--- src/hdl/dmsc_pkg.sv ---
`default_nettype none
// ----------------------------------------------------------------------------
// dmsc_pkg - shared types for the direct-mapped search cache
// Command, table slot and result layouts, operation and bound codes.
// ----------------------------------------------------------------------------
package dmsc_pkg;

  typedef enum logic [1:0] {
    OP_PROBE = 2'd0,
    OP_STORE = 2'd1,
    OP_CLEAR = 2'd2,
    OP_NONE  = 2'd3
  } op_t;

  localparam logic [1:0] BOUND_EXACT = 2'd0;
  localparam logic [1:0] BOUND_LOWER = 2'd1;
  localparam logic [1:0] BOUND_UPPER = 2'd2;

  // one queued transaction
  typedef struct packed {
    op_t                op;
    logic [63:0]        key;
    logic signed [15:0] value;
    logic [15:0]        move;
    logic [7:0]         depth;
    logic [1:0]         bound;
    logic signed [15:0] alpha;
    logic signed [15:0] beta;
  } cmd_t;

  // 50-bit data word: age, bound, depth, move, value (msb to lsb)
  typedef struct packed {
    logic [7:0]         age;
    logic [1:0]         bound;
    logic [7:0]         depth;
    logic [15:0]        move;
    logic signed [15:0] value;
  } entry_t;

  typedef struct packed {
    logic [63:0] key;
    entry_t      data;
  } slot_t;

  typedef struct packed {
    logic               hit;
    logic               cutoff;
    logic signed [15:0] value;
    logic [15:0]        move;
    logic [7:0]         depth;
    logic [1:0]         bound;
    logic               replaced;
  } res_t;

  // back end to front end
  typedef struct packed {
    logic pop;
    logic busy;
  } back_ctrl_t;

  localparam int QDEPTH = 2;

endpackage : dmsc_pkg
`default_nettype wire

--- src/hdl/dmsc_front.sv ---
`default_nettype none
// ----------------------------------------------------------------------------
// dmsc_front - input side
// Accepts transactions, decodes the operation and holds them in a
// two-entry queue for the back end.
// ----------------------------------------------------------------------------
module dmsc_front import dmsc_pkg::*; (
  input  wire logic               clk,
  input  wire logic               rst,
  input  wire logic               in_valid,
  output logic                    in_ready,
  input  wire logic [1:0]         operation,
  input  wire logic [63:0]        key,
  input  wire logic signed [15:0] value,
  input  wire logic [15:0]        move_word,
  input  wire logic [7:0]         search_depth,
  input  wire logic [1:0]         bound_kind,
  input  wire logic signed [15:0] alpha,
  input  wire logic signed [15:0] beta,
  output logic                    q_valid,
  output cmd_t                    q_head,
  input  wire back_ctrl_t         ctrl
);

  localparam int PTR_W = $clog2(QDEPTH);
  localparam int CNT_W = $clog2(QDEPTH + 1);

  cmd_t             queue [QDEPTH];
  logic [PTR_W-1:0] wr_ptr;
  logic [PTR_W-1:0] rd_ptr;
  logic [CNT_W-1:0] count;
  logic             push;
  cmd_t             cmd_in;

  always_comb begin
    cmd_in.op    = op_t'(operation);
    cmd_in.key   = key;
    cmd_in.value = value;
    cmd_in.move  = move_word;
    cmd_in.depth = search_depth;
    cmd_in.bound = bound_kind;
    cmd_in.alpha = alpha;
    cmd_in.beta  = beta;
  end

  // no intake while the table is being wiped after reset
  assign in_ready = (count != CNT_W'(QDEPTH)) && !ctrl.busy;
  assign push     = in_valid && in_ready;
  assign q_valid  = (count != '0);
  assign q_head   = queue[rd_ptr];

  always_ff @(posedge clk) begin
    if (push) begin
      queue[wr_ptr] <= cmd_in;
    end
  end

  always_ff @(posedge clk) begin
    if (rst) begin
      wr_ptr <= '0;
      rd_ptr <= '0;
      count  <= '0;
    end else begin
      if (push) begin
        wr_ptr <= (wr_ptr == PTR_W'(QDEPTH - 1)) ? '0 : wr_ptr + PTR_W'(1);
      end
      if (ctrl.pop) begin
        rd_ptr <= (rd_ptr == PTR_W'(QDEPTH - 1)) ? '0 : rd_ptr + PTR_W'(1);
      end
      case ({push, ctrl.pop})
        2'b10:   count <= count + CNT_W'(1);
        2'b01:   count <= count - CNT_W'(1);
        default: count <= count;
      endcase
    end
  end

endmodule : dmsc_front
`default_nettype wire

--- config.mk ---
export PLATFORM = sky130hd
export DESIGN_NAME = dmsc_front
export DESIGN_NICKNAME = d
export VERILOG_FILES = /design/src/hdl/dmsc_pkg.sv /design/src/hdl/dmsc_front.sv
export SDC_FILE = /design/constraint.sdc
export NUM_CORES = 1
export LEC_CHECK = 0
export ABC_AREA = 0
export BUFFER_PORTS_ARGS = -buffer_cell sky130_fd_sc_hd__buf_2
export CAP_MARGIN = 40
export CORE_ASPECT_RATIO = 0.6
export CORE_MARGIN = 1.5
export CORE_UTILIZATION = 45
export CTS_BUF_LIST = sky130_fd_sc_hd__clkbuf_16
export CTS_CLUSTER_SIZE = 20
export DETAILED_ROUTE_END_ITERATION = 8
export GPL_TIMING_DRIVEN = 0
export HOLD_SLACK_MARGIN = 0.05
export PLACE_DENSITY = 0.7
export SYNTH_ARGS = -nofsm -noshare
export SYNTH_HDL_FRONTEND = slang
export SYNTH_SLANG_ARGS = --single-unit
--- constraint.sdc ---
create_clock -name clk -period 4.9 [get_ports clk]
set_input_delay 0.245 -clock clk [delete_from_list [all_inputs] [get_ports clk]]
set_output_delay 0.245 -clock clk [all_outputs]
set_load 0.1 [all_outputs]
# After elaboration in Yosys (flattened, before gate mapping)
# Memories as Yosys holds them, arrays and structs flattened. A register that Yosys moved wholly into a read port is not among the register bits.
# Index checks and enable logic that the tools add are counted.
# totals
regBits	4
ramBits	280
inputBits	145
out_inout_bits	142
elab_cells	23
mem_count	1
# memory_table
name	words	width	read_ports	rd_clocked_by_memory_dff	write_ports	line_no	text
queue	2	140	1	1	1	dmsc_front.sv:28	cmd_t queue [QDEPTH];
# classes
add_sub_neg	4
eq_ne	3
n_mux	7
n_reduce_logical	5
# ops
op	count
1-bit two-way mux	6
2-bit case mux with 2 select lines	1
2-bit nonzero test	2
1-bit adder, second input constant	2
2-bit by 1-bit adder with 2-bit output, second input constant	1
2-bit by 1-bit equality test with 1-bit output, second input constant	1
2-bit equality test, second input constant	1
1-bit logical AND	2
2-bit != test, second input constant	1
2-bit by 1-bit subtractor with 2-bit output, second input constant	1
1-bit logical NOT	1

# Depth between registers and ports, before layout
# depth
word_depth	5
depth_mapped	7
ltp_nobuf	7

# Worst setup path before layout
# Ideal clock, no wire load.
# synth_timing
path_kind	flip-flop to flip-flop
from	reg count[0]
to	mem queue[1][0] in the netlist's numbering (enable)
setup_time_ns	0.517
arrival_time_ns	5.175
t_required_ns	4.383
path_slack_ns	-0.792
path_stages_with_launch	4
path_buffers	0
synth_period_minus_slack_ns	5.692
path_cell_list	dfxtp_1 nor2b_1 nor2_1 and3_1
# synth_between
elab_chain_cells	5
# synth_lines
element	line_no	text
start, declared	dmsc_front.sv:31	logic [CNT_W-1:0] count;
start signal, assigned	dmsc_front.sv:71	2'b10: count <= count + CNT_W'(1);
start signal, assigned	dmsc_front.sv:72	2'b01: count <= count - CNT_W'(1);
start signal, assigned	dmsc_front.sv:73	default: count <= count;
2-bit != test	dmsc_front.sv:47	assign in_ready = (count != CNT_W'(QDEPTH)) && !ctrl.busy;
1-bit logical AND	dmsc_front.sv:47	
named net in_ready	dmsc_front.sv:11	output logic in_ready,
1-bit logical AND	dmsc_front.sv:48	assign push = in_valid && in_ready;
1-bit two-way mux	dmsc_front.sv:53	if (push) begin
1-bit two-way mux (implied by the code)	dmsc_front.sv:54	queue[wr_ptr] <= cmd_in;
end, declared	dmsc_front.sv:28	
# The timed path passes the listed nets, and every way through them passes these cells.

==> run summary <==
Routability-driven placement finished with a final weighted congestion of 0.7856. The height of the die is 122.6 um. Detailed routing placed a total of 11.67 mm of wire on met2. The longest clock path from root to sink contains 3 buffers.

The initial antenna violation count is 0. Setup violations remaining at the end of the flow were counted as 0. The number of maximum-capacitance violations is 0. By count the netlist is led by edfxtp_1, mux2_4, mux2_2. The number of H-tree levels is 1. The post-place setup slack came out at 2.686 ns. The clock latency at the later pin of the worst-skew pair came out at 0.53 ns. The sum of routed wire length over all layers is roughly 24 mm. In this run the static leakage power is 5.826 nW.

The most common cell in the netlist is edfxtp_1. After detailed routing, the met3 layer carries 1.846 mm of wire. The pin count of the biggest net entering global routing came out at 82.

The worst setup slack after layout is roughly 2.6 ns. The launching element type of the critical path is a flip-flop. The area of placed instances came out at 0.01265 sq mm. Signal routing reaches up to met4. STA puts the critical path data arrival time at around 2.1 ns. The total clock buffers created by CTS came out at 27. Synthesis produced a netlist with a net count of 607. The critical path goes through buf_2, buf_6, buf_6, mux2_4, buf_2.

The via total after detailed routing came out at 5991. The final antenna diode count came out at 0. The layout filler cell count came out at 1607. Broken down by cell family, the worst path's largest delay share belongs to buffers and inverters. The post-cts resize count came out at 0. The switching power is a little over 0.002 W.

The remaining antenna violation count after routing is 0. The hold violation count in the final report came to 0. The first global-routing pass estimated 35.91 mm of wire. The number of flops mapped to enable cells by yosys is 280. The average cell area after synthesis is 23.27 sq um.

The relative area change from synthesis to final layout is 38.99%. The synthesized design spends more area on one cell type than any other, namely edfxtp_1. The root buffer cell chosen for the clock tree is clkbuf_16. The maximum clock frequency came out at 432.4 MHz.

The post-detailed-route via-to-cell ratio is 4.774. STA classifies the critical path endpoint as a primary output. The sequential share of power is ~45%.

The run finished with clean final reports. The transition time of the tightest slew-check pin is 0.6192 ns. The initial cell density of the core is 46.16%. The proportion of register bits with asynchronous set or reset after synthesis is 0%.

The dominant register cell in the synthesized netlist is edfxtp_1. The clock network burns 31.5% of the power. The DRC marker count from the first detailed-route iteration came out at roughly 290. The total power per unit cell area is roughly 430 mW/mm^2.

Port buffering added 286 buffers. The minimum clock period after layout is about 2.3 ns. The count of state elements after synthesis is 285. The worst-path cell with the longest stage delay is mux2_4.

The x dimension of the die came out at 202.3 um. The number of buffer and inverter instances along the worst setup path is 4. The number of top-level design ports is 287. The stage delay of the slowest cell on the critical path is 0.33 ns. The internal power consumption is 0.004341 W.

The share of Yosys cell area claimed by the top area cell type came out at roughly 78%. The netlist area before placement came out at 0.01073 sq mm. Between clock sinks in the finished design, the worst skew comes to 0.01663 ns. The post-route netlist has 51.28% of its cells at a drive strength greater than 1. The full die area came out at 0.02481 sq mm. The required arrival time at the worst endpoint is 4.66 ns. The critical path is of the flip-flop to primary output type.

The post-route standard cell area excluding fillers is 0.01491 sq mm. The number of buffers inserted by post-CTS setup repair came out at 0. The remaining global-route overflow came out at 0. The met1 routed wirelength after detailed routing is 9.864 mm.

Across the VDD grid, the largest voltage drop is 0.0003732 V. The clock transition at the register clock pins on the worst setup and hold paths after CTS is 0.06 ns. The count of unresolved DRC violations after routing came out at 0. In this run switching power makes up 31.69% of total power. TritonCTS built the clock tree. After floorplanning, the core was divided into 43 placement rows. Setup repair after global routing left no endpoint under its margin. Of the available clock period, the critical path in the final layout requires 47.20%. After floorplanning, the core was sized to cover 0.02324 sq mm. The number of nets in the layout is 1067. The total global-route track usage is between 10% and 20%. The worst slew margin relative to its limit came out at 58.72%.

The first detailed-routing pass took 6 iterations. The number of warnings reported in the yosys synthesis log came out at 0. The path class of the tightest hold or removal check is primary input to flip-flop. Combinational logic burns 23.9% of the power. The worst-path maximum fanout came out at 10.

For this run, the register share of the synthesized area comes to 79.31%. Counting distinct cell types in the post-synthesis netlist gives 19. The cell count after synthesis is 461. The average wire per cell in the routed design came out at 18.98 um. The HPWL reported at the end of detailed placement is 14.72 mm. By area the synthesized netlist is led by edfxtp_1, mux2_4, mux2_2, buf_6, dfxtp_1.

The number of pins with negative max-slew slack in the final report is 0. For this design, the sink count on the clock tree is 285. The number of global-route vias before repair is 6411.
path summary, 6_finish.rpt:
kind	start	to	slack, ns	cells after the start
worst min-delay path	in_valid	wr_ptr$_SDFFE_PP0P_	0.13	4
worst max register to register	count[0]$_SDFFE_PP0P_	queue[0][35]$_DFFE_PP_	2.68	4
worst min register to register	wr_ptr$_SDFFE_PP0P_	wr_ptr$_SDFFE_PP0P_	0.52	2
worst max-delay path	flip-flop	q_head[25]	2.59	5
cell families (layout without fill, tap and decap cells):
group	after synthesis	in the layout	share of synthesized area, %
buf+inv	17	496	1.423
fa+ha+maj	1	1	0.1166
xor+xnor	3	3	0.2450
flops	285	285	79.31
compound gates	4	4	0.1866
mux	140	140	18.19
simple gates	11	11	0.5249
layout by cell type, fill, tap and decap left out, types with 2 or more instances in the layout:
| cell | instances |
|---|---|
| buf_2 | 291 |
| edfxtp_1 | 280 |
| dlygate4sd3_1 | 142 |
| mux2_4 | 100 |
| mux2_2 | 40 |
| clkbuf_16 | 27 |
| buf_6 | 11 |
| clkinv_1 | 9 |
| dfxtp_1 | 5 |
| inv_1 | 5 |
| nor2_1 | 4 |
| bufinv_16 | 3 |
| buf_16 | 3 |
| or3_1 | 2 |
| xnor2_1 | 2 |
| o21ai_0 | 2 |
| a21oi_1 | 2 |
| clkinv_2 | 2 |
| clkinvlp_4 | 2 |
routing by layer:
layer / up-vias / GRT usage [%]
met2: 243 / 32.56
met1: 2962 / 23.90
met4: 0 / 4.074
met5: - / 0
li1: 2751 / -
met3: 35 / 5.709
flip-flops by register name, summed over array words and instances (netlist names), named ones only:
register	count
count	2
rd_ptr	1
queue	280
wr_ptr	1
final cells by class:
type                       instances  area (sq um)  share of cell area, %
clock inverter                    21         167.7                  1.124
timing repair buffer             431          2935                  19.69
clock buffer                      27         675.6                  4.531
sequential                       285          8508                  57.06
tap                              315         394.1                  2.643
buffer                            16         148.9                 0.9986
multi-input combinational        159          2072                  13.90
inverter                           1         8.758                0.05874
worst reg2reg max path: stages, from the launching register on:
cell	delay, ns
dfxtp_1	0.40
nor2b_1	0.09
or3_1	0.43
inv_6	0.45
buf_16	0.42
power by group through the flow:
stage,Combinational [W],Clock [W],Sequential (W)
after floorplan,0.00119,0,0.00288
after global placement,0.00140,0,0.00289
after detailed placement,0.00143,0,0.00288
after CTS,0.00152,0.00203,0.00283
after global routing,0.00157,0.00214,0.00284
final,0.00152,0.00200,0.00283
per-stage QoR:
stage / total power (W) / utilization [%] / cells / TNS [ns] / hold WS, ns
finish: 0.006355 / 64.15 / 1255 / 0 / 0.1311
global route: 0.006548 / 64.15 / 1255 / 0 / 0.1391
CTS: 0.006388 / 64.15 / 1255 / 0 / 0.1114
detailed placement: 0.004309 / 54.41 / 1065 / 0 / 0.4362
global placement: 0.004291 / 54.02 / 1062 / -43.37 / 0.4319
floorplan: 0.004074 / - / 461 / 0 / 0.3141
repair_timing:
item,in CTS,in global routing
hold buffers,142,0
endpoints found under the hold margin,285,0
setup endpoints to repair,0,0
Power figures use the tool's default switching activity.
