--- src/hdl/dmsc_pkg.sv ---
`default_nettype none
// ----------------------------------------------------------------------------
// dmsc_pkg - shared types for the direct-mapped search cache
// Command, table slot and result layouts, operation and bound codes.
// ----------------------------------------------------------------------------
package dmsc_pkg;

  typedef enum logic [1:0] {
    OP_PROBE = 2'd0,
    OP_STORE = 2'd1,
    OP_CLEAR = 2'd2,
    OP_NONE  = 2'd3
  } op_t;

  localparam logic [1:0] BOUND_EXACT = 2'd0;
  localparam logic [1:0] BOUND_LOWER = 2'd1;
  localparam logic [1:0] BOUND_UPPER = 2'd2;

  // one queued transaction
  typedef struct packed {
    op_t                op;
    logic [63:0]        key;
    logic signed [15:0] value;
    logic [15:0]        move;
    logic [7:0]         depth;
    logic [1:0]         bound;
    logic signed [15:0] alpha;
    logic signed [15:0] beta;
  } cmd_t;

  // 50-bit data word: age, bound, depth, move, value (msb to lsb)
  typedef struct packed {
    logic [7:0]         age;
    logic [1:0]         bound;
    logic [7:0]         depth;
    logic [15:0]        move;
    logic signed [15:0] value;
  } entry_t;

  typedef struct packed {
    logic [63:0] key;
    entry_t      data;
  } slot_t;

  typedef struct packed {
    logic               hit;
    logic               cutoff;
    logic signed [15:0] value;
    logic [15:0]        move;
    logic [7:0]         depth;
    logic [1:0]         bound;
    logic               replaced;
  } res_t;

  // back end to front end
  typedef struct packed {
    logic pop;
    logic busy;
  } back_ctrl_t;

  localparam int QDEPTH = 2;

endpackage : dmsc_pkg
`default_nettype wire

--- src/hdl/dmsc_back.sv ---
`default_nettype none
// ----------------------------------------------------------------------------
// dmsc_back - execution engine
// Reads the slot, evaluates probe or store, writes back, sweeps the table
// on clear and after reset, and holds the result register.
// ----------------------------------------------------------------------------
module dmsc_back import dmsc_pkg::*; #(
  parameter int IDX_W = 12
) (
  input  wire logic             clk,
  input  wire logic             rst,
  input  wire logic             q_valid,
  input  wire cmd_t             cmd,
  output back_ctrl_t            ctrl,
  input  wire logic             cfg_wr_en,
  input  wire logic [7:0]       cfg_wr_data,
  output logic                  rd_en,
  output logic [IDX_W-1:0]      rd_addr,
  input  wire slot_t            rd_data,
  output logic                  wr_en,
  output logic [IDX_W-1:0]      wr_addr,
  output slot_t                 wr_data,
  output logic                  out_valid,
  input  wire logic             out_ready,
  output res_t                  res
);

  typedef enum logic [1:0] {S_INIT, S_IDLE, S_EXEC, S_CLEAR} state_t;

  state_t           state;
  logic [IDX_W-1:0] clr_idx;
  logic [7:0]       search_age;

  logic [IDX_W-1:0] idx;
  logic             out_free;
  logic             start;
  logic             sweep;
  logic             sweep_last;
  logic             clear_done;
  logic             res_load;
  logic             key_match;
  logic             bound_ok;
  logic             replace;
  logic             do_store;
  entry_t           ent;
  slot_t            new_slot;
  res_t             exec_res;
  res_t             clear_res;

  assign idx      = cmd.key[IDX_W-1:0];
  assign ent      = rd_data.data;
  assign out_free = !out_valid || out_ready;
  assign start    = (state == S_IDLE) && q_valid && out_free;
  assign sweep    = (state == S_INIT) || (state == S_CLEAR);
  assign sweep_last = sweep && (&clr_idx);
  assign clear_done = (state == S_CLEAR) && sweep_last;
  // result register loads at the end of evaluation or of a clear walk
  assign res_load   = (state == S_EXEC) || clear_done;

  assign rd_en   = start && (cmd.op != OP_CLEAR);
  assign rd_addr = idx;

  assign key_match = (rd_data.key == cmd.key);

  always_comb begin
    case (ent.bound)
      BOUND_EXACT: bound_ok = 1'b1;
      BOUND_LOWER: bound_ok = (ent.value >= cmd.beta);
      BOUND_UPPER: bound_ok = (ent.value <= cmd.alpha);
      default:     bound_ok = 1'b0;
    endcase
  end

  assign replace  = (rd_data.key == '0) || (ent.age != search_age) ||
                    (cmd.depth >= ent.depth);
  assign do_store = (state == S_EXEC) && (cmd.op == OP_STORE) && replace;

  always_comb begin
    new_slot.key        = cmd.key;
    new_slot.data.age   = search_age;
    new_slot.data.bound = cmd.bound;
    new_slot.data.depth = cmd.depth;
    new_slot.data.move  = cmd.move;
    new_slot.data.value = cmd.value;
  end

  assign wr_en   = do_store || sweep;
  assign wr_addr = sweep ? clr_idx : idx;
  assign wr_data = sweep ? slot_t'('0) : new_slot;

  always_comb begin
    exec_res = '0;
    case (cmd.op)
      OP_PROBE: begin
        if (key_match) begin
          exec_res.hit    = 1'b1;
          exec_res.cutoff = (ent.depth >= cmd.depth) && bound_ok;
          exec_res.value  = ent.value;
          exec_res.move   = ent.move;
          exec_res.depth  = ent.depth;
          exec_res.bound  = ent.bound;
        end
      end
      OP_STORE: exec_res.replaced = replace;
      default:  exec_res = '0;
    endcase
  end

  always_comb begin
    clear_res          = '0;
    clear_res.replaced = 1'b1;
  end

  assign ctrl.pop  = res_load;
  assign ctrl.busy = (state == S_INIT);

  always_ff @(posedge clk) begin
    if (rst) begin
      state      <= S_INIT;
      clr_idx    <= '0;
      search_age <= '0;
      out_valid  <= 1'b0;
    end else begin
      if (res_load) begin
        out_valid <= 1'b1;
      end else if (out_ready) begin
        out_valid <= 1'b0;
      end
      if (clear_done) begin
        search_age <= '0;
      end else if (cfg_wr_en) begin
        search_age <= cfg_wr_data;
      end
      unique case (state)
        S_INIT: begin
          clr_idx <= clr_idx + IDX_W'(1);
          if (sweep_last) begin
            state <= S_IDLE;
          end
        end
        S_IDLE: begin
          if (start) begin
            state <= (cmd.op == OP_CLEAR) ? S_CLEAR : S_EXEC;
          end
        end
        S_EXEC: begin
          res   <= exec_res;
          state <= S_IDLE;
        end
        S_CLEAR: begin
          clr_idx <= clr_idx + IDX_W'(1);
          if (sweep_last) begin
            res   <= clear_res;
            state <= S_IDLE;
          end
        end
        default: state <= S_IDLE;
      endcase
    end
  end

  // result register is free whenever evaluation lands
  a_exec_slot_free: assert property (@(posedge clk) disable iff (rst)
    (state == S_EXEC) |-> !out_valid)
    else $error("result overwritten before it was taken");

  a_pop_has_item: assert property (@(posedge clk) disable iff (rst)
    ctrl.pop |-> q_valid)
    else $error("pop from empty queue");

  a_exec_one_cycle: assert property (@(posedge clk) disable iff (rst)
    (state == S_EXEC) |=> (state == S_IDLE))
    else $error("evaluation did not return to idle");

  a_cutoff_needs_hit: assert property (@(posedge clk) disable iff (rst)
    out_valid |-> (!res.cutoff || res.hit) && !(res.hit && res.replaced))
    else $error("inconsistent result flags");

  a_no_result_in_init: assert property (@(posedge clk) disable iff (rst)
    (state == S_INIT) |-> !out_valid)
    else $error("result during reset sweep");

endmodule : dmsc_back
`default_nettype wire

--- config.mk ---
export PLATFORM = sky130hd
export DESIGN_NAME = dmsc_back
export DESIGN_NICKNAME = d
export VERILOG_FILES = /design/src/hdl/dmsc_pkg.sv /design/src/hdl/dmsc_back.sv
export SDC_FILE = /design/constraint.sdc
export NUM_CORES = 1
export LEC_CHECK = 0
export ABC_CLOCK_PERIOD_IN_PS = 5200
export BUFFER_PORTS_ARGS = -buffer_cell sky130_fd_sc_hd__clkbuf_2
export CAP_MARGIN = 15
export CORE_AREA = 5 5 173 175
export CTS_BUF_LIST = sky130_fd_sc_hd__clkbuf_4 sky130_fd_sc_hd__clkbuf_8 sky130_fd_sc_hd__clkbuf_16
export DETAILED_ROUTE_END_ITERATION = 10
export DIE_AREA = 0 0 178 180
export PLACE_DENSITY_LB_ADDON = 0.1
export SLEW_MARGIN = 10
export SYNTH_ARGS = -nofsm -noshare
export SYNTH_HDL_FRONTEND = slang
export SYNTH_SLANG_ARGS = --single-unit
export TNS_END_PERCENT = 5
--- constraint.sdc ---
create_clock -name clk -period 5.2 [get_ports clk]
set_clock_uncertainty 0.05 [all_clocks]
set_input_delay 0.26 -clock clk [delete_from_list [all_inputs] [get_ports clk]]
set_output_delay 0.26 -clock clk [all_outputs]
set_load 0.05 [all_outputs]
# After elaboration in Yosys (flattened, before gate mapping)
# Cells that the tools add are included.
[classes] eq_ne=13 bitwise=1 n_reduce_logical=26 magnitude_cmp=4 muxes=14 addsub=1
[op_table] op="$mux W114" count=1
[op_table] op="$pmux W45 S2" count=1
[op_table] op="$mux W44" count=2
[op_table] op="$eq A64 B64 Y1" count=1
[op_table] op="$logic_not A64 Y1" count=1
[op_table] op="$mux W45" count=1
[op_table] op="$ge A16 B16 Y1" count=1
[op_table] op="$ge A8 B8 Y1" count=2
[op_table] op="$le A16 B16 Y1" count=1
[op_table] op="$add A12 B1 Y12 const B" count=1
[op_table] op="$mux W12" count=1
[op_table] op="$reduce_and A12 Y1" count=1
[op_table] op="$eq A2 B2 Y1 const B" count=4
[op_table] op="$logic_and A1 B1 Y1" count=8
[op_table] op="$ne A8 B8 Y1" count=1
[op_table] op="$eq A2 B1 Y1 const B" count=3
[op_table] op="$logic_not A2 Y1" count=3
[op_table] op="$logic_or A1 B1 Y1" count=6
[op_table] op="$ne A2 B2 Y1 const B" count=3
[op_table] op="$pmux W2 S3" count=1
[op_table] op="$mux W1" count=4
[op_table] op="$mux W2" count=2
[op_table] op="$reduce_bool A2 Y1" count=2
[op_table] op="$reduce_or A2 Y1" count=2
[op_table] op="other kinds (6)" count=6
[word_totals] inputBits=267 out_inout_bits=188 ff_bits=68 wordCells=70

# Longest topological paths before layout
# Gate-level depths: netlist of the first run.
[depth] word_depth=6 depth_mapped=9 ltp_nobuf=8

# Worst setup path after synthesis of the first run
# No wires, ideal clock.
[synth_path] kind="reg-to-reg" from="register state[0]" to="register res[0] (netlist bit) (enable)" stages_incl_launch_ff=8 period_less_slack_ps=4175 setup_time_ps=462 n_path_buf=0 required_ps=4688 path_slack_ps=1025 t_arrival_ps=3663 path_cell_list="dfxtp_1 -> inv_1 -> ha_1 -> nor2b_1 -> nand3_1 -> nor2_1 -> nand3_1 -> a21oi_1"
[synth_via] elab_chain_cells=5 word_cells_on_any_way=8 classes_between="eq/ne: 3; reduce/logical: 5"
[synth_rtl] element="start, declared" line="dmsc_back.sv:30" source="state_t state;"
[synth_rtl] element="start signal, assigned" line="dmsc_back.sv:143" source="state <= (cmd.op == OP_CLEAR) ? S_CLEAR : S_EXEC;"
[synth_rtl] element="$eq A2 B2 Y1 or $logic_not A2 Y1 (tied branches)" line="dmsc_back.sv:54, dmsc_back.sv:134"
[synth_rtl] element="$logic_or A1 B1 Y1" line="dmsc_back.sv:54" source="assign sweep = (state == S_INIT) || (state == S_CLEAR);"
[synth_rtl] element="$logic_and A1 B1 Y1" line="dmsc_back.sv:55" source="assign sweep_last = sweep && (&clr_idx);"
[synth_rtl] element="$ne A2 B2 Y1 (no line)"
[synth_rtl] element="$reduce_and A3 Y1 (no line) *"
[synth_rtl] element="end signal, assigned" line="dmsc_back.sv:147" source="res <= exec_res;"
[synth_rtl] element="end signal, assigned" line="dmsc_back.sv:153" source="res <= clear_res;"
[synth_rtl] element="end, declared" line="dmsc_back.sv:25" source="output res_t res"
# Mark *: on every way between the ends. The rest lies on a longest branch, timed or not.
# A chain may end at the register's enable or synchronous reset.

# Worst setup path after layout of the first run
[layout_path] from="register state[0]" to="register res[21] (netlist bit) (enable)"
# Same word-level chain as after synthesis.

==> results of run 1 <==
==> cell usage after synthesis, drive strengths merged, types with 2 or more instances <==
cell | number | area share
and2 | 156 | 0.17
xor2 | 52 | 0.080
ha | 46 | 0.10
edfxtp | 45 | 0.24
inv | 43 | 0.029
nor4 | 31 | 0.037
nor2 | 29 | 0.019
xnor2 | 28 | 0.043
nand4 | 24 | 0.027
dfxtp | 23 | 0.081
clkbuf | 19 | 0.013
buf | 16 | 0.020
a21oi | 14 | 0.012
nand3 | 11 | 0.0097
mux2 | 10 | 0.020
mux2i | 10 | 0.018
nand2 | 10 | 0.0066
nor2b | 6 | 0.0066
o21ai | 6 | 0.0053
a21o | 5 | 0.0066
nand2b | 5 | 0.0055
nor3 | 4 | 0.0044
or4 | 4 | 0.0055
a31oi | 3 | 0.0033
o21bai | 3 | 0.0040
o31ai | 3 | 0.0040
o211ai | 2 | 0.0027
o21a | 2 | 0.0027
or3 | 2 | 0.0022
==> sequential cells by signal, summed over array words and instances, names as in the netlist <==
| register | flops |
|---|---|
| res | 45 |
| clr_idx | 12 |
| search_age | 8 |
| state | 2 |
| out_valid | 1 |
==> placed cells by master (no fill, tap or decap), types with 2 or more instances in the layout <==
cell	Yosys	layout
sky130_fd_sc_hd__clkbuf_2	3	454
sky130_fd_sc_hd__and2_1	156	156
sky130_fd_sc_hd__xor2_1	52	52
sky130_fd_sc_hd__ha_1	46	45
sky130_fd_sc_hd__edfxtp_1	45	45
sky130_fd_sc_hd__inv_1	43	43
sky130_fd_sc_hd__nor4_1	30	30
sky130_fd_sc_hd__nor2_1	29	29
sky130_fd_sc_hd__xnor2_1	28	28
sky130_fd_sc_hd__nand4_1	24	24
sky130_fd_sc_hd__dfxtp_1	23	23
sky130_fd_sc_hd__a21oi_1	14	13
sky130_fd_sc_hd__nand3_1	11	11
sky130_fd_sc_hd__nand2_1	10	10
sky130_fd_sc_hd__mux2_2	10	10
sky130_fd_sc_hd__mux2i_1	10	10
sky130_fd_sc_hd__clkbuf_16	0	9
sky130_fd_sc_hd__nor2b_1	6	6
sky130_fd_sc_hd__a21o_1	5	5
sky130_fd_sc_hd__nand2b_1	5	5
sky130_fd_sc_hd__o21ai_0	5	5
sky130_fd_sc_hd__o21bai_1	3	3
sky130_fd_sc_hd__or4_1	3	3
sky130_fd_sc_hd__o31ai_1	3	3
sky130_fd_sc_hd__nor3_1	3	3
sky130_fd_sc_hd__a31oi_1	3	3
sky130_fd_sc_hd__clkinvlp_4	0	3
sky130_fd_sc_hd__o21a_1	2	2
sky130_fd_sc_hd__o211ai_1	2	2
sky130_fd_sc_hd__or3_1	2	2
sky130_fd_sc_hd__buf_4	14	2
==> area by class of cell <==
| class | instances | area share |
|---|---|---|
| clock buffer | 9 | 0.0262 |
| timing repair buffer | 457 | 0.269 |
| inverter | 43 | 0.0188 |
| sequential | 68 | 0.211 |
| clock inverter | 7 | 0.00874 |
| tap | 384 | 0.0559 |
| multi-input combinational | 477 | 0.410 |
==> critical path: cells and delay by family, from the launching register on <==
kind	cells	cell delay, ns
flip-flops	1	0.41
adder cells (fa/ha/maj)	1	0.41
buffers and inverters	2	0.56
AND/OR/NAND/NOR	4	0.85
AO/OA/AOI/OAI	1	0.72
==> per-layer routing <==
layer	up-vias	GRT usage
met1	2664	0.214
met5	-	0
li1	2999	-
met3	14	0.0473
met4	0	0.0309
met2	256	0.258
==> power by group through the flow <==
stage | Clock (mW) | Sequential [mW] | Combinational (mW)
after global placement | 0 | 0.593 | 0.336
after floorplan | 0 | 0.591 | 0.157
final | 0.638 | 0.581 | 0.334
after CTS | 0.667 | 0.581 | 0.337
after detailed placement | 0 | 0.593 | 0.335
after global routing | 0.684 | 0.581 | 0.370
==> path summary, 6_finish.rpt <==
| path | to | startpoint | slack (ns) | depth (start not counted) |
|---|---|---|---|---|
| min | search_age[6]$_SDFFE_PP0P_ | cfg_wr_data[6] | 0.11 | 3 |
| max reg2reg | res[21]$_SDFFCE_PP0P_ | state[0]$_SDFFE_PP0P_ | 1.86 | 8 |
| min reg2reg | clr_idx[7]$_SDFFE_PP0P_ | clr_idx[7]$_SDFFE_PP0P_ | 0.47 | 2 |
| max | res[21]$_SDFFCE_PP0P_ | state[0]$_SDFFE_PP0P_ | 1.86 | 8 |
==> logic make-up (layout without fill, tap and decap cells) <==
| group | Yosys count | count (layout) | share of synthesized area |
|---|---|---|---|
| flops | 68 | 68 | 0.320 |
| buf+inv | 78 | 516 | 0.0617 |
| mux | 20 | 20 | 0.0376 |
| xor+xnor | 80 | 80 | 0.124 |
| simple gates | 285 | 285 | 0.301 |
| compound gates | 46 | 46 | 0.0542 |
| fa+ha+maj | 46 | 46 | 0.102 |
==> through the flow <==
| stage | utilization | instance area (um^2) | hold slack, ns |
|---|---|---|---|
| after global placement | 0.292 | 8260 | 0.450 |
| after global routing | 0.303 | 8590 | 0.119 |
| final | 0.303 | 8590 | 0.109 |
| after detailed placement | 0.292 | 8260 | 0.457 |
| after CTS | 0.302 | 8560 | 0.0870 |
| after floorplan | - | 5660 | 0.358 |
==> report_table.html, run 1 <==
<table>
<tr><th>Metric</th><th>Value</th></tr>
<tr><th colspan="2">Layout</th></tr>
<tr><td>Relative area change from synthesis to final layout</td><td>51.8%</td></tr>
<tr><td>Antenna diodes</td><td>0</td></tr>
<tr><td>Proportion of layout cells with a drive suffix above 1</td><td>0.462</td></tr>
<tr><td>Combined area of the multi-input logic cells</td><td>3520 um^2</td></tr>
<tr><td># nets final</td><td>1,369</td></tr>
<tr><td>Filler cell count in the final layout</td><td>3,112</td></tr>
<tr><td>Seq. cell area</td><td>between 1500 and 2000 um^2</td></tr>
<tr><td>Non-filler instance count after layout</td><td>between 1,000 and 1,500</td></tr>
<tr><th colspan="2">STA</th></tr>
<tr><td>Final Max Tran Viols</td><td>0</td></tr>
<tr><td>Worst slew slack as a fraction of its limit</td><td>0.311</td></tr>
<tr><td>Number of hold violations in the final report</td><td>0</td></tr>
<tr><td># setup viols final</td><td>0</td></tr>
<tr><td>Transition time of the tightest slew-check pin</td><td>~1.0 ns</td></tr>
<tr><td>Unrepaired setup endpoints after global routing</td><td>no</td></tr>
<tr><td>Final clock period utilization by the worst path</td><td>0.643</td></tr>
<tr><td>Setup tns final</td><td>0 ns</td></tr>
<tr><td>Maximum clock frequency</td><td>299 MHz</td></tr>
<tr><td>Final worst slack</td><td>1.86 ns</td></tr>
<tr><td>Min Clock Period, post-route</td><td>around 3.3 ns</td></tr>
<tr><th colspan="2">Power and ir drop</th></tr>
<tr><td>Sw Ratio</td><td>0.292</td></tr>
<tr><td>Net switching component of the power</td><td>roughly 0.45 mW</td></tr>
<tr><td>Largest vdd supply drop</td><td>135 uV</td></tr>
<tr><td>Comb power frac</td><td>0.215</td></tr>
<tr><td>Sequential group share of total power</td><td>0.374</td></tr>
<tr><td>Leakage component of the power</td><td>around 4.4 nW</td></tr>
<tr><td>Clock Power Share</td><td>0.411</td></tr>
<tr><td>Final Total Pwr</td><td>~1.6 mW</td></tr>
<tr><td>Internal</td><td>1.10 mW</td></tr>
<tr><td>Areal power density over the cells</td><td>around 180 nW/um^2</td></tr>
<tr><th colspan="2">Place</th></tr>
<tr><td>Post-Place Worst Slack</td><td>between 1 and 1.5 ns</td></tr>
<tr><td>Placed Instances</td><td>1,428</td></tr>
<tr><td>DP Wirelength</td><td>23.2 mm</td></tr>
<tr><td>Number of port buffers</td><td>between 400 and 500</td></tr>
<tr><td>Final weighted congestion in routability-driven placement</td><td>around 0.85</td></tr>
<tr><th colspan="2">Clocking</th></tr>
<tr><td>Root cell of the clock tree</td><td>sky130_fd_sc_hd__clkbuf_16</td></tr>
<tr><td>Clock sink total</td><td>between 60 and 70</td></tr>
<tr><td>CTS max path bufs</td><td>2</td></tr>
<tr><td>Number of gates resized after cts</td><td>0</td></tr>
<tr><td>Cts bufs inserted</td><td>9</td></tr>
<tr><td>Clock tree from TritonCTS</td><td>done</td></tr>
<tr><td>Post-CTS setup buffer count</td><td>0</td></tr>
<tr><td>Hold-fix buffers at CTS</td><td>0</td></tr>
<tr><td>Clock-pin slew on the worst setup and hold paths</td><td>0.06 ns</td></tr>
<tr><td>Deepest level of the CTS H-tree</td><td>3</td></tr>
<tr><td>Worst-Skew Late Latency</td><td>roughly 0.34 ns</td></tr>
<tr><th colspan="2">Route</th></tr>
<tr><td>Pre-Repair DR Iteration Count</td><td>4</td></tr>
<tr><td>Via total after detailed routing</td><td>roughly 6,000</td></tr>
<tr><td>ANT nets after route</td><td>0</td></tr>
<tr><td>WL/cell</td><td>~19 um</td></tr>
<tr><td>Routed wl met3</td><td>2.17 mm</td></tr>
<tr><td>Number of violations reported at the end of detailed-routing iteration 0</td><td>approximately 230</td></tr>
<tr><td>Met2 Routed Length</td><td>about 12 mm</td></tr>
<tr><td>Via count normalized by instance count</td><td>between 4 and 5</td></tr>
<tr><td>Highest routed metal layer</td><td>met4</td></tr>
<tr><td>Wire length on met1</td><td>~12 mm</td></tr>
<tr><td>Residual DRC</td><td>0</td></tr>
<tr><td>Routed WL</td><td>26.8 mm</td></tr>
<tr><th colspan="2">GRT</th></tr>
<tr><td>Global-route wire length before repair</td><td>38.8 mm</td></tr>
<tr><td>Overall overflow remaining after global route</td><td>0</td></tr>
<tr><td>Vias in the first global route</td><td>~6,300</td></tr>
<tr><td>Initial antenna violation count</td><td>0</td></tr>
<tr><td>Global-route usage over all layers</td><td>0.160</td></tr>
<tr><td>Largest net degree at the start of global routing</td><td>approximately 130</td></tr>
<tr><th colspan="2">Die</th></tr>
<tr><td>I/O pins</td><td>between 400 and 500</td></tr>
<tr><td>Area inside the core boundary</td><td>between 20,000 and 30,000 um^2</td></tr>
<tr><td>Chip height</td><td>~180 um</td></tr>
<tr><td>Starting utilization of the core area</td><td>0.200</td></tr>
<tr><td>Die ar.</td><td>32,000 um^2</td></tr>
<tr><td>Horizontal die dimension</td><td>around 180 um</td></tr>
<tr><td>Std cell rows</td><td>62</td></tr>
<tr><th colspan="2">Worst hold path</th></tr>
<tr><td>Type of the most critical hold path</td><td>primary input to flip-flop</td></tr>
<tr><th colspan="2">Synthesis</th></tr>
<tr><td>Unique masters post-synth</td><td>between 40 and 50</td></tr>
<tr><td>Cell area after technology mapping</td><td>around 5700 um^2</td></tr>
<tr><td>Mean cell area of the mapped netlist</td><td>just over 9 um^2</td></tr>
<tr><td>Number of enable flip-flop cells after synthesis</td><td>45</td></tr>
<tr><td>FFs w/ async S/R, synth</td><td>0</td></tr>
<tr><td>Synthesized net count</td><td>around 940</td></tr>
<tr><td>Synth Warn #</td><td>0</td></tr>
<tr><td>Post-synthesis register bit count</td><td>68</td></tr>
<tr><td>Number of instances in the synthesized netlist</td><td>623</td></tr>
<tr><td>Most frequently used flop master after synthesis</td><td>sky130_fd_sc_hd__edfxtp_1</td></tr>
<tr><td>Sequential-to-total area share from yosys stat</td><td>0.320</td></tr>
<tr><th colspan="2">Setup path</th></tr>
<tr><td>Data arrival time at the worst-slack endpoint</td><td>3.31 ns</td></tr>
<tr><td>Critical setup path kind</td><td>flip-flop to flip-flop</td></tr>
<tr><td>CP max stage delay</td><td>between 0.7 and 0.8 ns</td></tr>
<tr><td>Critical path, cell by cell</td><td>inv_1 -&gt; ha_4 -&gt; nor2b_1 -&gt; nand3_1 -&gt; nor2_1 -&gt; nand3_1 -&gt; a21oi_4 -&gt; buf_4</td></tr>
<tr><td>Critical path data required time</td><td>5.16 ns</td></tr>
<tr><td>CP most frequent cell</td><td>sky130_fd_sc_hd__nand3_1</td></tr>
<tr><td>Critical path startpoint category</td><td>flip-flop</td></tr>
<tr><td>Maximum net fanout on the critical path</td><td>49</td></tr>
<tr><td>Worst setup EP type</td><td>flip-flop</td></tr>
<tr><td>Slowest cell on crit path</td><td>sky130_fd_sc_hd__a21oi_4</td></tr>
<tr><th colspan="2">Status</th></tr>
<tr><td>Run status</td><td>finished clean</td></tr>
<tr><th colspan="2">Run</th></tr>
<tr><td>Max-cap violation count</td><td>0</td></tr>
</table>
Note: power is estimated with default switching activity, not from simulation.
==> run 2: changes to the inputs <==
--- a/config.mk
+++ b/config.mk
@@ -5,13 +5,14 @@
 export SDC_FILE = /design/constraint.sdc
 export NUM_CORES = 1
 export LEC_CHECK = 0
-export ABC_CLOCK_PERIOD_IN_PS = 5200
+export ABC_AREA = 1
+export ABC_CLOCK_PERIOD_IN_PS = 3300
 export BUFFER_PORTS_ARGS = -buffer_cell sky130_fd_sc_hd__clkbuf_2
 export CAP_MARGIN = 15
-export CORE_AREA = 5 5 173 175
+export CORE_AREA = 5 5 175 177
 export CTS_BUF_LIST = sky130_fd_sc_hd__clkbuf_4 sky130_fd_sc_hd__clkbuf_8 sky130_fd_sc_hd__clkbuf_16
 export DETAILED_ROUTE_END_ITERATION = 10
-export DIE_AREA = 0 0 178 180
+export DIE_AREA = 0 0 180 182
 export PLACE_DENSITY_LB_ADDON = 0.1
 export SLEW_MARGIN = 10
 export SYNTH_ARGS = -nofsm -noshare
==> constraint.sdc (replaced) <==
create_clock -name clk -period 3.3 [get_ports clk]
set_clock_uncertainty 0.05 [all_clocks]
set_input_delay 0.165 -clock clk [delete_from_list [all_inputs] [get_ports clk]]
set_output_delay 0.165 -clock clk [all_outputs]
set_load 0.05 [all_outputs]
==> report_table.html, run 2 <==
<table>
<tr><th>Metric</th><th>Value</th></tr>
<tr><th colspan="2">Setup path</th></tr>
<tr><td>Worst setup EP type</td><td>output port</td></tr>
<tr><td>Setup crit start</td><td>state[0]$_SDFFE_PP0P_</td></tr>
<tr><td>Critical path startpoint category</td><td>flip-flop</td></tr>
<tr><td>Maximum net fanout on the critical path</td><td>49 (unchanged)</td></tr>
<tr><td>Data arrival time at the worst-slack endpoint</td><td>2.40 ns (-0.91 ns)</td></tr>
<tr><td>Critical setup path kind</td><td>flip-flop to output port</td></tr>
<tr><td>Reg-to-reg startpoint</td><td>state[0]$_SDFFE_PP0P_</td></tr>
<tr><td>Critical path data required time</td><td>3.08 ns (-2.08 ns)</td></tr>
<tr><th colspan="2">Synthesis</th></tr>
<tr><td>Number of instances in the synthesized netlist</td><td>961 (+54%)</td></tr>
<tr><td>Post-synthesis register bit count</td><td>68 (unchanged)</td></tr>
<tr><td>Synth Warn #</td><td>0 (unchanged)</td></tr>
<tr><td>Most common cell in the netlist</td><td>sky130_fd_sc_hd__inv_1</td></tr>
<tr><td>Most area-consuming cells after synthesis</td><td>sky130_fd_sc_hd__edfxtp_1 22%, sky130_fd_sc_hd__inv_1 15%, sky130_fd_sc_hd__nand2_1 15%</td></tr>
<tr><td>Sequential-to-total area share from yosys stat</td><td>0.293 (-0.0275)</td></tr>
<tr><td>Mean cell area of the mapped netlist</td><td>6.44 um^2 (-29%)</td></tr>
<tr><td>Unique masters post-synth</td><td>26 (-43%)</td></tr>
<tr><td>FFs w/ async S/R, synth</td><td>0 (unchanged)</td></tr>
<tr><td>Number of enable flip-flop cells after synthesis</td><td>45 (unchanged)</td></tr>
<tr><td>Most common library cells after synthesis</td><td>250 x sky130_fd_sc_hd__inv_1, 247 x sky130_fd_sc_hd__nand2_1, 119 x sky130_fd_sc_hd__nor2_1</td></tr>
<tr><td>Synthesized net count</td><td>1,274 (+36%)</td></tr>
<tr><td>Cell taking the most area after synthesis</td><td>sky130_fd_sc_hd__edfxtp_1</td></tr>
<tr><td>Most frequently used flop master after synthesis</td><td>sky130_fd_sc_hd__edfxtp_1</td></tr>
<tr><td>Cell area after technology mapping</td><td>6190 um^2 (+9.4%)</td></tr>
<tr><td>Area share of the largest cell type after synthesis</td><td>0.218 (-0.0205)</td></tr>
<tr><th colspan="2">Layout</th></tr>
<tr><td>Largest registers in the final layout</td><td>res (45), clr_idx (12), search_age (8)</td></tr>
<tr><td>Final cell area excluding filler cells</td><td>9200 um^2 (+7.0%)</td></tr>
<tr><td># nets final</td><td>1,713 (+25%)</td></tr>
<tr><td>Flip-flop count of the largest register, all copies and words added</td><td>45 (unchanged)</td></tr>
<tr><td>Most used cells in the layout excluding fill and tap cells</td><td>454 x sky130_fd_sc_hd__clkbuf_2, 250 x sky130_fd_sc_hd__inv_1, 247 x sky130_fd_sc_hd__nand2_1</td></tr>
<tr><td>Biggest register</td><td>res</td></tr>
<tr><td>Relative area change from synthesis to final layout</td><td>48.5%</td></tr>
<tr><td>Most common cell after layout, fill and taps aside</td><td>sky130_fd_sc_hd__clkbuf_2</td></tr>
<tr><td>Proportion of layout cells with a drive suffix above 1</td><td>0.359 (-0.102)</td></tr>
<tr><td>Antenna diodes</td><td>0 (unchanged)</td></tr>
<tr><th colspan="2">GRT</th></tr>
<tr><td>Initial antenna violation count</td><td>4 (+4)</td></tr>
<tr><td>Vias in the first global route</td><td>7,285 (+15%)</td></tr>
<tr><td>Largest net degree at the start of global routing</td><td>50 (-62%)</td></tr>
<tr><td>Overall overflow remaining after global route</td><td>0 (unchanged)</td></tr>
<tr><td>Global-route usage over all layers</td><td>0.162 (+0.00150)</td></tr>
<tr><td>Global-route wire length before repair</td><td>41.2 mm (+6.2%)</td></tr>
<tr><th colspan="2">Clocking</th></tr>
<tr><td>Clock sink total</td><td>68 (unchanged)</td></tr>
<tr><td>Hold-fix buffers at CTS</td><td>4 (+4)</td></tr>
<tr><td>Number of gates resized after cts</td><td>0 (unchanged)</td></tr>
<tr><td>Worst-Skew Late Latency</td><td>0.34 ns (about the same)</td></tr>
<tr><td>CTS max path bufs</td><td>2 (unchanged)</td></tr>
<tr><td>Clock tree from TritonCTS</td><td>done</td></tr>
<tr><td>Clock-pin slew on the worst setup and hold paths</td><td>0.06 ns (about the same)</td></tr>
<tr><td>Deepest level of the CTS H-tree</td><td>3 (unchanged)</td></tr>
<tr><td>Cts bufs inserted</td><td>9 (unchanged)</td></tr>
<tr><td>Root cell of the clock tree</td><td>sky130_fd_sc_hd__clkbuf_16</td></tr>
<tr><td>Post-CTS setup buffer count</td><td>0 (unchanged)</td></tr>
<tr><th colspan="2">Die</th></tr>
<tr><td>I/O pins</td><td>455 (unchanged)</td></tr>
<tr><td>Chip height</td><td>182 um (+1.1%)</td></tr>
<tr><td>Area inside the core boundary</td><td>29,100 um^2 (+2.7%)</td></tr>
<tr><td>Horizontal die dimension</td><td>180 um (+1.1%)</td></tr>
<tr><td>Starting utilization of the core area</td><td>0.213 (+0.0130)</td></tr>
<tr><td>Std cell rows</td><td>63 (+1.6%)</td></tr>
<tr><td>Die ar.</td><td>32,800 um^2 (+2.2%)</td></tr>
<tr><th colspan="2">Place</th></tr>
<tr><td>Post-placement cell area</td><td>8810 um^2 (+6.6%)</td></tr>
<tr><td>Number of port buffers</td><td>454 (unchanged)</td></tr>
<tr><td>DP Wirelength</td><td>24.2 mm (+4.1%)</td></tr>
<tr><td>Final weighted congestion in routability-driven placement</td><td>0.855 (+1.1%)</td></tr>
<tr><th colspan="2">STA</th></tr>
<tr><td>Setup tns final</td><td>0 ns (unchanged)</td></tr>
<tr><td>Final clock period utilization by the worst path</td><td>0.792</td></tr>
<tr><td># setup viols final</td><td>0 (unchanged)</td></tr>
<tr><td>Min Clock Period, post-route</td><td>2.61 ns</td></tr>
<tr><td>Number of hold violations in the final report</td><td>0 (unchanged)</td></tr>
<tr><td>Maximum clock frequency</td><td>around 380 MHz</td></tr>
<tr><td>Worst slew slack as a fraction of its limit</td><td>0.576 (+0.265)</td></tr>
<tr><td>Transition time of the tightest slew-check pin</td><td>0.636 ns (-0.389 ns)</td></tr>
<tr><td>Unrepaired setup endpoints after global routing</td><td>no</td></tr>
<tr><td>Final Max Tran Viols</td><td>0 (unchanged)</td></tr>
<tr><td>Smallest hold slack</td><td>0.0284 ns (-0.0804 ns)</td></tr>
<tr><th colspan="2">Route</th></tr>
<tr><td>Via total after detailed routing</td><td>7,077 (+19%)</td></tr>
<tr><td>Routed WL</td><td>27.3 mm (+2.1%)</td></tr>
<tr><td>ANT nets after route</td><td>0 (unchanged)</td></tr>
<tr><td>Via count normalized by instance count</td><td>3.94 (-4.0%)</td></tr>
<tr><td>Pre-Repair DR Iteration Count</td><td>4 (unchanged)</td></tr>
<tr><td>Residual DRC</td><td>0 (unchanged)</td></tr>
<tr><td>Number of violations reported at the end of detailed-routing iteration 0</td><td>215 (-5.3%)</td></tr>
<tr><td>WL/cell</td><td>15.2 um (-18%)</td></tr>
<tr><th colspan="2">Power and ir drop</th></tr>
<tr><td>Final Total Pwr</td><td>5.44 mW (+250%)</td></tr>
<tr><td>Largest vdd supply drop</td><td>404 uV (+200%)</td></tr>
<tr><td>Leakage component of the power</td><td>5.85 nW (+33%)</td></tr>
<tr><td>Areal power density over the cells</td><td>591 nW/um^2 (+230%)</td></tr>
<tr><th colspan="2">Worst hold path</th></tr>
<tr><td>Type of the most critical hold path</td><td>primary input to flip-flop</td></tr>
<tr><td>Hold path start</td><td>cfg_wr_data[0]</td></tr>
<tr><th colspan="2">Status</th></tr>
<tr><td>Run status</td><td>finished clean</td></tr>
<tr><th colspan="2">Run</th></tr>
<tr><td>Max-cap violation count</td><td>0 (unchanged)</td></tr>
</table>
-- run 2: worst max-delay path, stage by stage (launching register included) --
cell	delay (ns)
sky130_fd_sc_hd__dfxtp_1	0.38
sky130_fd_sc_hd__inv_1	0.12
sky130_fd_sc_hd__ha_4	0.51
sky130_fd_sc_hd__buf_4	0.51
sky130_fd_sc_hd__nand2_1	0.14
sky130_fd_sc_hd__inv_1	0.08
sky130_fd_sc_hd__clkbuf_2	0.30
-- run 2: layout make-up --
class | count | area (um^2)
fillers | 3360 | 19900
multi-input cells | 609 | 3260
repair buffers | 462 | 2350
flip-flops and latches | 68 | 1810
inverters | 250 | 938
well taps | 390 | 488
clock buffers | 10 | 233
clock inverters | 6 | 113
-- run 2: layer usage --
layer	up-vias	part of all wire	global-route usage
met1	3060	0.39	0.178
met5	-	0.0015	0
li1	3727	-	-
met4	8	0.012	0.0326
met2	259	0.51	0.301
met3	23	0.085	0.0581
-- run 2: through the flow --
stage               setup slack, ns   util  cells
floorplan                     0.115      -    961
detailed placement            0.843  0.303   1775
global placement              0.873  0.303   1775
CTS                           0.621  0.316   1795
finish                        0.685  0.316   1795
global route                  0.448  0.316   1795
-- run 2: report_power, final --
part	leakage [nW]	switching (mW)	total, mW	internal, mW
Clock	0.170	0.396	1.15	0.749
Sequential	0.605	0.0271	0.961	0.934
Combinational	5.08	2.61	3.33	0.723
-- run 2: cells by family after synthesis --
logic type                 count (synthesis)  share of synthesized area
xor gates and xnor gates                  55                     0.0778
DFF                                       68                      0.293
adders and majority gates                 46                     0.0930
AOI/OAI and AO/OA                         60                     0.0515
and+or+nand+nor                          448                      0.300
buffers and inverters                    284                      0.185
-- run 2: final timing paths --
path	end	slack, ns	cells after the start
max reg2reg	res[32]$_SDFFCE_PP0P_	0.87	8
max	wr_data[105]	0.69	6
min	search_age[0]$_SDFFE_PP0P_	0.03	3
min reg2reg	clr_idx[0]$_SDFFE_PP0P_	0.43	1
==> run 3: changes to the inputs <==
--- a/config.mk
+++ b/config.mk
@@ -6,7 +6,7 @@
 export NUM_CORES = 1
 export LEC_CHECK = 0
 export ABC_AREA = 1
-export ABC_CLOCK_PERIOD_IN_PS = 3300
+export ABC_CLOCK_PERIOD_IN_PS = 2700
 export BUFFER_PORTS_ARGS = -buffer_cell sky130_fd_sc_hd__clkbuf_2
 export CAP_MARGIN = 15
 export CORE_AREA = 5 5 175 177
==> constraint.sdc (replaced) <==
create_clock -name clk -period 2.7 [get_ports clk]
set_clock_uncertainty 0.05 [all_clocks]
set_input_delay 0.135 -clock clk [delete_from_list [all_inputs] [get_ports clk]]
set_output_delay 0.135 -clock clk [all_outputs]
set_load 0.05 [all_outputs]
==> report_table.html, run 3 (synthesis gave the netlist of run 2 again) <==
<table>
<tr><th>Metric</th><th>Value</th></tr>
<tr><th colspan="2">Status</th></tr>
<tr><td>Run status</td><td>finished clean</td></tr>
<tr><th colspan="2">STA</th></tr>
<tr><td>Final worst slack</td><td>0.190 ns (-0.495 ns)</td></tr>
<tr><td>Final clock period utilization by the worst path</td><td>0.930</td></tr>
<tr><td>Maximum clock frequency</td><td>398 MHz</td></tr>
<tr><td># setup viols final</td><td>0 (unchanged)</td></tr>
<tr><td>Setup tns final</td><td>0 ns (unchanged)</td></tr>
<tr><td>Min Clock Period, post-route</td><td>around 2.5 ns</td></tr>
<tr><td>Final Max Tran Viols</td><td>0 (unchanged)</td></tr>
<tr><td>Worst slew slack as a fraction of its limit</td><td>0.616 (+0.0404)</td></tr>
<tr><td>Transition time of the tightest slew-check pin</td><td>0.575 ns (-0.0606 ns)</td></tr>
<tr><td>Unrepaired setup endpoints after global routing</td><td>no</td></tr>
<tr><td>Number of hold violations in the final report</td><td>0 (unchanged)</td></tr>
<tr><th colspan="2">Clocking</th></tr>
<tr><td>Clock sink total</td><td>68 (unchanged)</td></tr>
<tr><td>Deepest level of the CTS H-tree</td><td>3 (unchanged)</td></tr>
<tr><td>CTS max path bufs</td><td>2 (unchanged)</td></tr>
<tr><td>Worst-Skew Late Latency</td><td>0.34 ns (about the same)</td></tr>
<tr><td>Cts bufs inserted</td><td>9 (unchanged)</td></tr>
<tr><td>Root cell of the clock tree</td><td>sky130_fd_sc_hd__clkbuf_16</td></tr>
<tr><td>Hold-fix buffers at CTS</td><td>8 (+4)</td></tr>
<tr><td>Number of gates resized after cts</td><td>0 (unchanged)</td></tr>
<tr><td>Clock-pin slew on the worst setup and hold paths</td><td>0.07 ns (about the same)</td></tr>
<tr><td>Post-CTS setup buffer count</td><td>0 (unchanged)</td></tr>
<tr><td>Clock tree from TritonCTS</td><td>done</td></tr>
<tr><th colspan="2">Place</th></tr>
<tr><td>Post-Place Worst Slack</td><td>0.390 ns (-0.453 ns)</td></tr>
<tr><td>Number of port buffers</td><td>454 (unchanged)</td></tr>
<tr><td>Final weighted congestion in routability-driven placement</td><td>0.874 (+2.2%)</td></tr>
<tr><td>DP Wirelength</td><td>24.6 mm (+1.8%)</td></tr>
<tr><td>Placed Instances</td><td>1,775 (unchanged)</td></tr>
<tr><th colspan="2">Layout</th></tr>
<tr><td>Combined area of the multi-input logic cells</td><td>3260 um^2 (unchanged)</td></tr>
<tr><td>Proportion of layout cells with a drive suffix above 1</td><td>0.358 (-0.00102)</td></tr>
<tr><td>Relative area change from synthesis to final layout</td><td>49.5%</td></tr>
<tr><td>Largest registers in the final layout</td><td>res (45), clr_idx (12), search_age (8)</td></tr>
<tr><td>Flip-flop count of the largest register, all copies and words added</td><td>45 (unchanged)</td></tr>
<tr><td>Post-layout utilization of the core</td><td>0.318 (+0.00206)</td></tr>
<tr><td>Antenna diodes</td><td>0 (unchanged)</td></tr>
<tr><td>Most used cells in the layout excluding fill and tap cells</td><td>454 x sky130_fd_sc_hd__clkbuf_2, 250 x sky130_fd_sc_hd__inv_1, 247 x sky130_fd_sc_hd__nand2_1</td></tr>
<tr><td>Biggest register</td><td>res</td></tr>
<tr><td>Seq. cell area</td><td>1810 um^2 (unchanged)</td></tr>
<tr><td>Filler cell count in the final layout</td><td>3,412 (+1.5%)</td></tr>
<tr><td>Most common cell after layout, fill and taps aside</td><td>sky130_fd_sc_hd__clkbuf_2</td></tr>
<tr><td>Non-filler instance count after layout</td><td>1,799 (+0.22%)</td></tr>
<tr><td># nets final</td><td>1,717 (+0.23%)</td></tr>
<tr><th colspan="2">Route</th></tr>
<tr><td>Via count normalized by instance count</td><td>4.00 (+1.4%)</td></tr>
<tr><td>Via total after detailed routing</td><td>7,190 (+1.6%)</td></tr>
<tr><td>Pre-Repair DR Iteration Count</td><td>4 (unchanged)</td></tr>
<tr><td>Number of violations reported at the end of detailed-routing iteration 0</td><td>210 (-2.3%)</td></tr>
<tr><td>Routed WL</td><td>28.1 mm (+2.7%)</td></tr>
<tr><td>Residual DRC</td><td>0 (unchanged)</td></tr>
<tr><td>WL/cell</td><td>15.6 um (+2.5%)</td></tr>
<tr><td>ANT nets after route</td><td>0 (unchanged)</td></tr>
<tr><th colspan="2">Die</th></tr>
<tr><td>Chip height</td><td>182 um (unchanged)</td></tr>
<tr><td>Std cell rows</td><td>63 (unchanged)</td></tr>
<tr><td>Horizontal die dimension</td><td>180 um (unchanged)</td></tr>
<tr><td>I/O pins</td><td>455 (unchanged)</td></tr>
<tr><td>Area inside the core boundary</td><td>29,100 um^2 (unchanged)</td></tr>
<tr><td>Die ar.</td><td>32,800 um^2 (unchanged)</td></tr>
<tr><td>Starting utilization of the core area</td><td>0.213 (unchanged)</td></tr>
<tr><th colspan="2">Power and ir drop</th></tr>
<tr><td>Leakage component of the power</td><td>5.88 nW (+0.41%)</td></tr>
<tr><td>Areal power density over the cells</td><td>719 nW/um^2 (+22%)</td></tr>
<tr><td>Largest vdd supply drop</td><td>574 uV (+42%)</td></tr>
<tr><th colspan="2">GRT</th></tr>
<tr><td>Global-route wire length before repair</td><td>42.6 mm (+3.4%)</td></tr>
<tr><td>Largest net degree at the start of global routing</td><td>124 (+150%)</td></tr>
<tr><td>Overall overflow remaining after global route</td><td>0 (unchanged)</td></tr>
<tr><td>Vias in the first global route</td><td>7,589 (+4.2%)</td></tr>
<tr><td>Global-route usage over all layers</td><td>0.167 (+0.00510)</td></tr>
<tr><td>Initial antenna violation count</td><td>4 (unchanged)</td></tr>
<tr><th colspan="2">Setup path</th></tr>
<tr><td>Worst setup EP type</td><td>output port</td></tr>
<tr><td>Critical path startpoint category</td><td>flip-flop</td></tr>
<tr><td>Maximum net fanout on the critical path</td><td>123 (+150%)</td></tr>
<tr><td>Worst Reg-to-Reg Cells</td><td>8 (unchanged)</td></tr>
<tr><td>Critical setup path kind</td><td>flip-flop to output port</td></tr>
<tr><td>Data arrival time at the worst-slack endpoint</td><td>2.32 ns (-0.08 ns)</td></tr>
<tr><td>Critical path data required time</td><td>2.52 ns (-0.56 ns)</td></tr>
<tr><th colspan="2">Worst hold path</th></tr>
<tr><td>Worst Hold Depth</td><td>3 (unchanged)</td></tr>
<tr><td>Type of the most critical hold path</td><td>primary input to flip-flop</td></tr>
<tr><th colspan="2">Run</th></tr>
<tr><td>Max-cap violation count</td><td>0 (unchanged)</td></tr>
</table>
-- run 3: cell types whose count changed in the layout (fill, tap and decap cells not counted), sizes merged --
cell         previous run  this run
bufinv                  3         1
inv                   250       252
dlygate4sd3             4         8
clkbuf                464       467
clkinv                  3         0
-- run 3: area by class of cell --
| cell class | count | area share |
|---|---|---|
| Sequential cell | 68 | 0.196 |
| Inverter | 250 | 0.101 |
| Clock inverter | 3 | 0.00487 |
| Timing Repair Buffer | 466 | 0.260 |
| Clock buffer | 13 | 0.0333 |
| Tap cell | 390 | 0.0527 |
| Multi-Input combinational cell | 609 | 0.352 |
-- run 3: worst paths after layout --
kind	startpoint	to	slack, ns
worst max-delay path	state[0]$_SDFFE_PP0P_	wr_addr[10]	0.19
worst min-delay path	rd_data[20]	res[15]$_SDFFCE_PP0P_	0.04
worst max register to register	state[0]$_SDFFE_PP0P_	res[30]$_SDFFCE_PP0P_	0.38
worst min register to register	clr_idx[0]$_SDFFE_PP0P_	clr_idx[0]$_SDFFE_PP0P_	0.45
-- run 3: worst max-delay path: stages (launching register included) --
cell                       delay [ns]
sky130_fd_sc_hd__dfxtp_1         0.38
sky130_fd_sc_hd__inv_1           0.13
sky130_fd_sc_hd__ha_4            0.30
sky130_fd_sc_hd__buf_12          0.38
sky130_fd_sc_hd__inv_1           0.12
sky130_fd_sc_hd__buf_4           0.20
sky130_fd_sc_hd__nand2_1         0.08
sky130_fd_sc_hd__nand2_1         0.05
sky130_fd_sc_hd__clkbuf_2        0.24
-- run 3: routing by layer --
metal	track usage	share of wire
met5	0	0.0016
met2	0.309	0.51
met1	0.179	0.37
met4	0.0530	0.029
met3	0.0573	0.086
-- run 3: through the flow --
stage	power, mW	area [um^2]	hold WS [ns]
after floorplan	4.15	6200	0.225
after global placement	5.35	8820	0.329
after detailed placement	5.36	8820	0.328
after CTS	6.80	9260	0.0180
after global routing	7.08	9260	0.0255
final	6.66	9260	0.0423
-- run 3: where the power goes --
| group | leakage [nW] | total, mW | internal [mW] | switching (mW) |
|---|---|---|---|---|
| Combinational | 5.10 | 4.10 | 0.892 | 3.21 |
| Sequential | 0.605 | 1.18 | 1.14 | 0.0336 |
| Clock | 0.176 | 1.38 | 0.899 | 0.480 |
| Total | 5.88 | 6.66 | 2.93 | 3.73 |
